$ cat config.mk
export PLATFORM = sky130hd
export DESIGN_NAME = vfop_ctrl
export DESIGN_NICKNAME = d
export VERILOG_FILES = /design/src/rtl/vfop_pkg.sv /design/src/rtl/vfop_ctrl.sv
export SDC_FILE = /design/constraint.sdc
export NUM_CORES = 1
export LEC_CHECK = 0
export BUFFER_PORTS_ARGS = -buffer_cell sky130_fd_sc_hd__buf_2
export CORE_AREA = 3 3 40 42
export DETAILED_ROUTE_END_ITERATION = 8
export DIE_AREA = 0 0 43 45
export PLACE_DENSITY = 0.56
export SYNTH_ARGS = -nofsm -noshare
export SYNTH_HDL_FRONTEND = slang
export SYNTH_SLANG_ARGS = --single-unit
$ cat constraint.sdc
create_clock -name clk -period 3.15 [get_ports clk]
set_clock_uncertainty 0.15 [all_clocks]
set_input_delay 0.1575 -clock clk [delete_from_list [all_inputs] [get_ports clk]]
set_output_delay 0.1575 -clock clk [all_outputs]
set_load 0.05 [all_outputs]
$ cat src/rtl/vfop_pkg.sv
// ----------------------------------------------------------------------------
// vfop_pkg
// Shared types and constants of the voxel face occlusion packer: grid size,
// stream widths, command codes, controller states and the cell index function.
// ----------------------------------------------------------------------------
package vfop_pkg;

	// grid edge length in cells, 2 to 40
	localparam int GRID_SIZE = 16;
	localparam int CELLS     = GRID_SIZE * GRID_SIZE * GRID_SIZE;
	localparam int ADDR_W    = $clog2(CELLS);

	// stream widths
	localparam int S_TDATA_W = 80;
	localparam int S_TUSER_W = 2;
	localparam int M_TDATA_W = 96;
	localparam int M_TUSER_W = 2;

	// memory words
	localparam int FLAG_W  = 2;
	localparam int FLAG_OCC   = 0;
	localparam int FLAG_TRANS = 1;
	localparam int COLOR_W = 48;
	localparam int MAT_W   = 20;

	// neighbor coordinates are kept wide enough that x-1 at x=0 lands past the grid
	localparam int NB_W = 6;
	typedef logic [NB_W-1:0] nb_coord_t;
	localparam nb_coord_t GRID_LIM = NB_W'(GRID_SIZE);

	typedef logic [ADDR_W-1:0] cell_addr_t;
	typedef logic [2:0]        step_t;

	// query steps: the cell itself, then its six neighbors in mask bit order
	localparam step_t STEP_CENTER = 3'd0;
	localparam step_t STEP_XN     = 3'd1;
	localparam step_t STEP_YN     = 3'd2;
	localparam step_t STEP_ZN     = 3'd3;
	localparam step_t STEP_XP     = 3'd4;
	localparam step_t STEP_YP     = 3'd5;
	localparam step_t STEP_ZP     = 3'd6;

	localparam logic [5:0] MASK_ENCLOSED = 6'h3F;

	typedef enum logic [1:0] {
		CMD_PLACE = 2'd0,
		CMD_QUERY = 2'd1,
		CMD_CLEAR = 2'd2
	} cmd_e;

	typedef enum logic [2:0] {
		ST_SWEEP,
		ST_IDLE,
		ST_PLACE,
		ST_QUERY,
		ST_EVAL,
		ST_DONE
	} state_t;

	// controller to datapath
	typedef struct packed {
		logic  latch;
		logic  sweep_wr;
		logic  place_wr;
		logic  rd;
		logic  out_load;
		step_t step;
	} ctrl_t;

	// datapath to controller
	typedef struct packed {
		logic sweep_last;
		logic out_free;
	} stat_t;

	function automatic cell_addr_t cell_index(nb_coord_t x, nb_coord_t y, nb_coord_t z);
		return ADDR_W'(int'(x) + GRID_SIZE * (int'(y) + GRID_SIZE * int'(z)));
	endfunction

endpackage

$ cat src/rtl/vfop_ctrl.sv
// ----------------------------------------------------------------------------
// vfop_ctrl
// Controller: takes requests, steps a query through the cell and its six
// neighbors, runs the grid clearing pass and hands results to the output slot.
// ----------------------------------------------------------------------------
module vfop_ctrl (
	input  logic                                 clk,
	input  logic                                 arst_n,
	input  logic                                 s_tvalid,
	output logic                                 s_tready,
	input  logic [vfop_pkg::S_TUSER_W-1:0]       s_tuser,
	input  vfop_pkg::stat_t                      stat,
	output vfop_pkg::ctrl_t                      ctrl
);
	import vfop_pkg::*;

	state_t state_q, state_d;
	step_t  step_q, step_d;

	always_ff @(posedge clk or negedge arst_n) begin
		if (!arst_n) begin
			state_q <= ST_SWEEP;
			step_q  <= STEP_CENTER;
		end else begin
			state_q <= state_d;
			step_q  <= step_d;
		end
	end

	always_comb begin
		state_d  = state_q;
		step_d   = step_q;
		s_tready = 1'b0;
		ctrl     = '0;
		ctrl.step = step_q;
		unique case (state_q)
			ST_SWEEP: begin
				ctrl.sweep_wr = 1'b1;
				if (stat.sweep_last) begin
					state_d = ST_IDLE;
				end
			end
			ST_IDLE: begin
				s_tready = 1'b1;
				if (s_tvalid) begin
					ctrl.latch = 1'b1;
					unique case (cmd_e'(s_tuser))
						CMD_PLACE: state_d = ST_PLACE;
						CMD_QUERY: state_d = ST_QUERY;
						CMD_CLEAR: state_d = ST_SWEEP;
						default:   state_d = ST_IDLE;
					endcase
				end
			end
			ST_PLACE: begin
				ctrl.place_wr = 1'b1;
				state_d = ST_IDLE;
			end
			ST_QUERY: begin
				ctrl.rd = 1'b1;
				if (step_q == STEP_ZP) begin
					step_d  = STEP_CENTER;
					state_d = ST_EVAL;
				end else begin
					step_d = step_q + 3'd1;
				end
			end
			// last neighbor read lands in the mask here
			ST_EVAL: begin
				state_d = ST_DONE;
			end
			ST_DONE: begin
				if (stat.out_free) begin
					ctrl.out_load = 1'b1;
					state_d = ST_IDLE;
				end
			end
			default: begin
				state_d = ST_IDLE;
			end
		endcase
	end

endmodule

==> results.tsv <==
metric	value	unit
first-pass GRT wire length	1.317	mm
Die H	45	um
Row Count	13	
Die Wd	43	um
r2r startpoint	state_q[2]$_DFFE_PN0P_	
Resized cells post-CTS	0	
total negative slack	0	ns
Layout Nets	61	
initial core utilization	29.11	%
vias in the first global route	324	
Total Wirelength	795	um
final setup margin	1.361	ns
fin crit share	56.80	%
Longest Clk Path Bufs	2	
Root Driver	clkbuf_4	
Design Area, Final	475.5	sq um
outcome	finished clean	
CP max FO	10	
gr usage total	9.404	%
diode count	0	
Least-Margin Pin Slew	0.3084	ns
Final Hold Vio Count	0	
drt initial violations	5	
DP Worst Slack	1.626	ns
Final Util	37.00	%
Port-buffer cells	15	
Sink Count	6	
Synth Cell Area	374.1	sq um
final setup vio count	0	
achievable frequency	0.5589	GHz
Slew Limit Headroom	79.44	%
drt first pass iters	3	
sequential-to-total area share from yosys stat	40.13	%
Buf/Inv on CP	1	
DRC violation count after routing	0	
Mapped Nets	43	
min-delay src	stat[1]	
detailed placer's ending HPWL	629.5	um
Die Footprint	1935	sq um
WL/cell	11.87	um
Cell variety after synth	23	
Hold/Removal Path Class	primary input to flip-flop	
Worst-Skew Late Latency	0.24	ns
largest delay contributor family on the critical path	flip-flops	
cells after synthesis	36	
critical path class	flip-flop to output port	
H-tree levels	1	
Final min period	1.789	ns
Num CTS Buffers	3	
max cap viols	0	
Post-DP Area	432.9	sq um
CP Cell Sequence	and3b_1 > buf_2	
largest net degree at the start of global routing	11	
Filler Cells Inserted	127	
CTS tree	built	
Final Max Slew Viols	0	
initial antenna violation count	0	
critical path's largest stage delay	0.47	ns
Ports	16	
syn avg cell area	10.39	sq um
Area Growth Syn to Fin	27.09	%
CP startpoint	state_q[2]$_DFFE_PN0P_	
Worst setup EP type	output port	
antenna viol nets, final	0	
GP Congestion	0.7401	
Worst-path clk slew	0.04	ns
synth warn	0	
global route overflow	0	
layout cell share with drive strength beyond 1	42.31	%
via count	343	
Critical Path RT	2.84	ns
critical path's slowest cell	dfrtp_1	
DR vias/cell	5.119	
FF+latch count, synth	6	
RSZ-0062 raised after global routing	false	
critical path startpoint category	flip-flop	
core area	1285	sq um
Arr. time, crit path	1.48	ns
-- what timing repair did --
| item | in CTS | in global routing |
|---|---|---|
| hold buffers | 2 | 0 |
| setup buffers | 0 | 0 |
| endpoints found under the hold margin | 7 | 0 |
-- state kept, by name (all words and copies together) (netlist names) --
name	count
step_q	3
state_q	3
-- worst paths after layout --
kind / end / slack (ns) / cells past startpoint
max in group asynchronous: step_q[2]$_DFFE_PN0P_ / 2.58 / 2
worst max-delay path: ctrl[4] / 1.36 / 2
min in group asynchronous: state_q[2]$_DFFE_PN0P_ / 0.12 / 2
worst max register to register: state_q[2]$_DFFE_PN0P_ / 1.65 / 3
worst min-delay path: state_q[0]$_DFFE_PN0P_ / 0.006 / 2
worst min register to register: step_q[2]$_DFFE_PN0P_ / 0.39 / 1
-- per-stage QoR --
| step | hold WS [ns] | instances |
|---|---|---|
| 3_3_place_gp | -0.1605 | 62 |
| 2_1_floorplan | -0.2881 | 36 |
| 6_report | 0.005857 | 67 |
| 5_1_grt | 0.01136 | 67 |
| 3_5_place_dp | -0.1606 | 62 |
| 4_1_cts | 0.002271 | 67 |
-- layout make-up --
| type | count | area, sq um | share of cell area, % |
|---|---|---|---|
| Multi-Input combinational cell | 25 | 185.2 | 38.95 |
| Inverter | 1 | 3.754 | 0.7895 |
| Sequential cell | 6 | 150.1 | 31.58 |
| Tap cell | 15 | 18.77 | 3.947 |
| Clock buffer | 3 | 22.52 | 4.737 |
| Timing Repair Buffer | 17 | 95.09 | 20.00 |
-- logic make-up (layout without fill, tap and decap cells) --
group           count (synthesis)  in the layout  share of synthesized area, %
simple gates                   13             13                         20.40
buf+inv                         5             21                         10.37
flops                           6              6                         40.13
mux                             2              2                         5.351
compound gates                 10             10                         23.74
-- cells in the final DEF (no fill, tap or decap), types with 2 or more instances in the layout --
master	Yosys	final
a31oi_1	2	2
buf_2	1	15
clkbuf_4	0	3
dfrtp_1	6	6
dlygate4sd3_1	0	2
mux2i_1	2	2
nand2_1	4	4
nor3_1	2	2
o21ai_1	2	2
-- synthesized netlist by cell type --
cell / count / area (sq um)
a32o_1: 1 / 10.01
nor3b_1: 1 / 7.510
nand2b_1: 1 / 6.260
nand3b_1: 1 / 7.510
buf_2: 1 / 5.000
o21ai_1: 2 / 10.01
o31ai_1: 1 / 7.510
nor3_1: 2 / 10.01
inv_1: 1 / 3.750
nand2_4: 1 / 11.26
o41a_2: 1 / 12.51
dfrtp_1: 6 / 150.1
o2111ai_2: 1 / 15.01
mux2i_1: 2 / 20.02
nor2_1: 1 / 3.750
o41ai_2: 1 / 16.27
a21oi_1: 1 / 5.000
nand2_1: 4 / 15.01
a31oi_1: 2 / 12.51
buf_4: 1 / 7.510
and3b_1: 1 / 8.760
and2_1: 1 / 6.260
buf_6: 2 / 22.52
-- metal layers --
metal  vias up  part of all wire, %  GRT usage, %
met5         -                    0             0
met3         0                  6.7         5.976
met1       169                   43         9.877
met2         9                   51         16.17
met4         0                    0         1.807
li1        165                    -             -
Power is left out: the tool's default activity adds up to more than one toggle a clock period on the data nets, which glitch-free logic cannot reach.
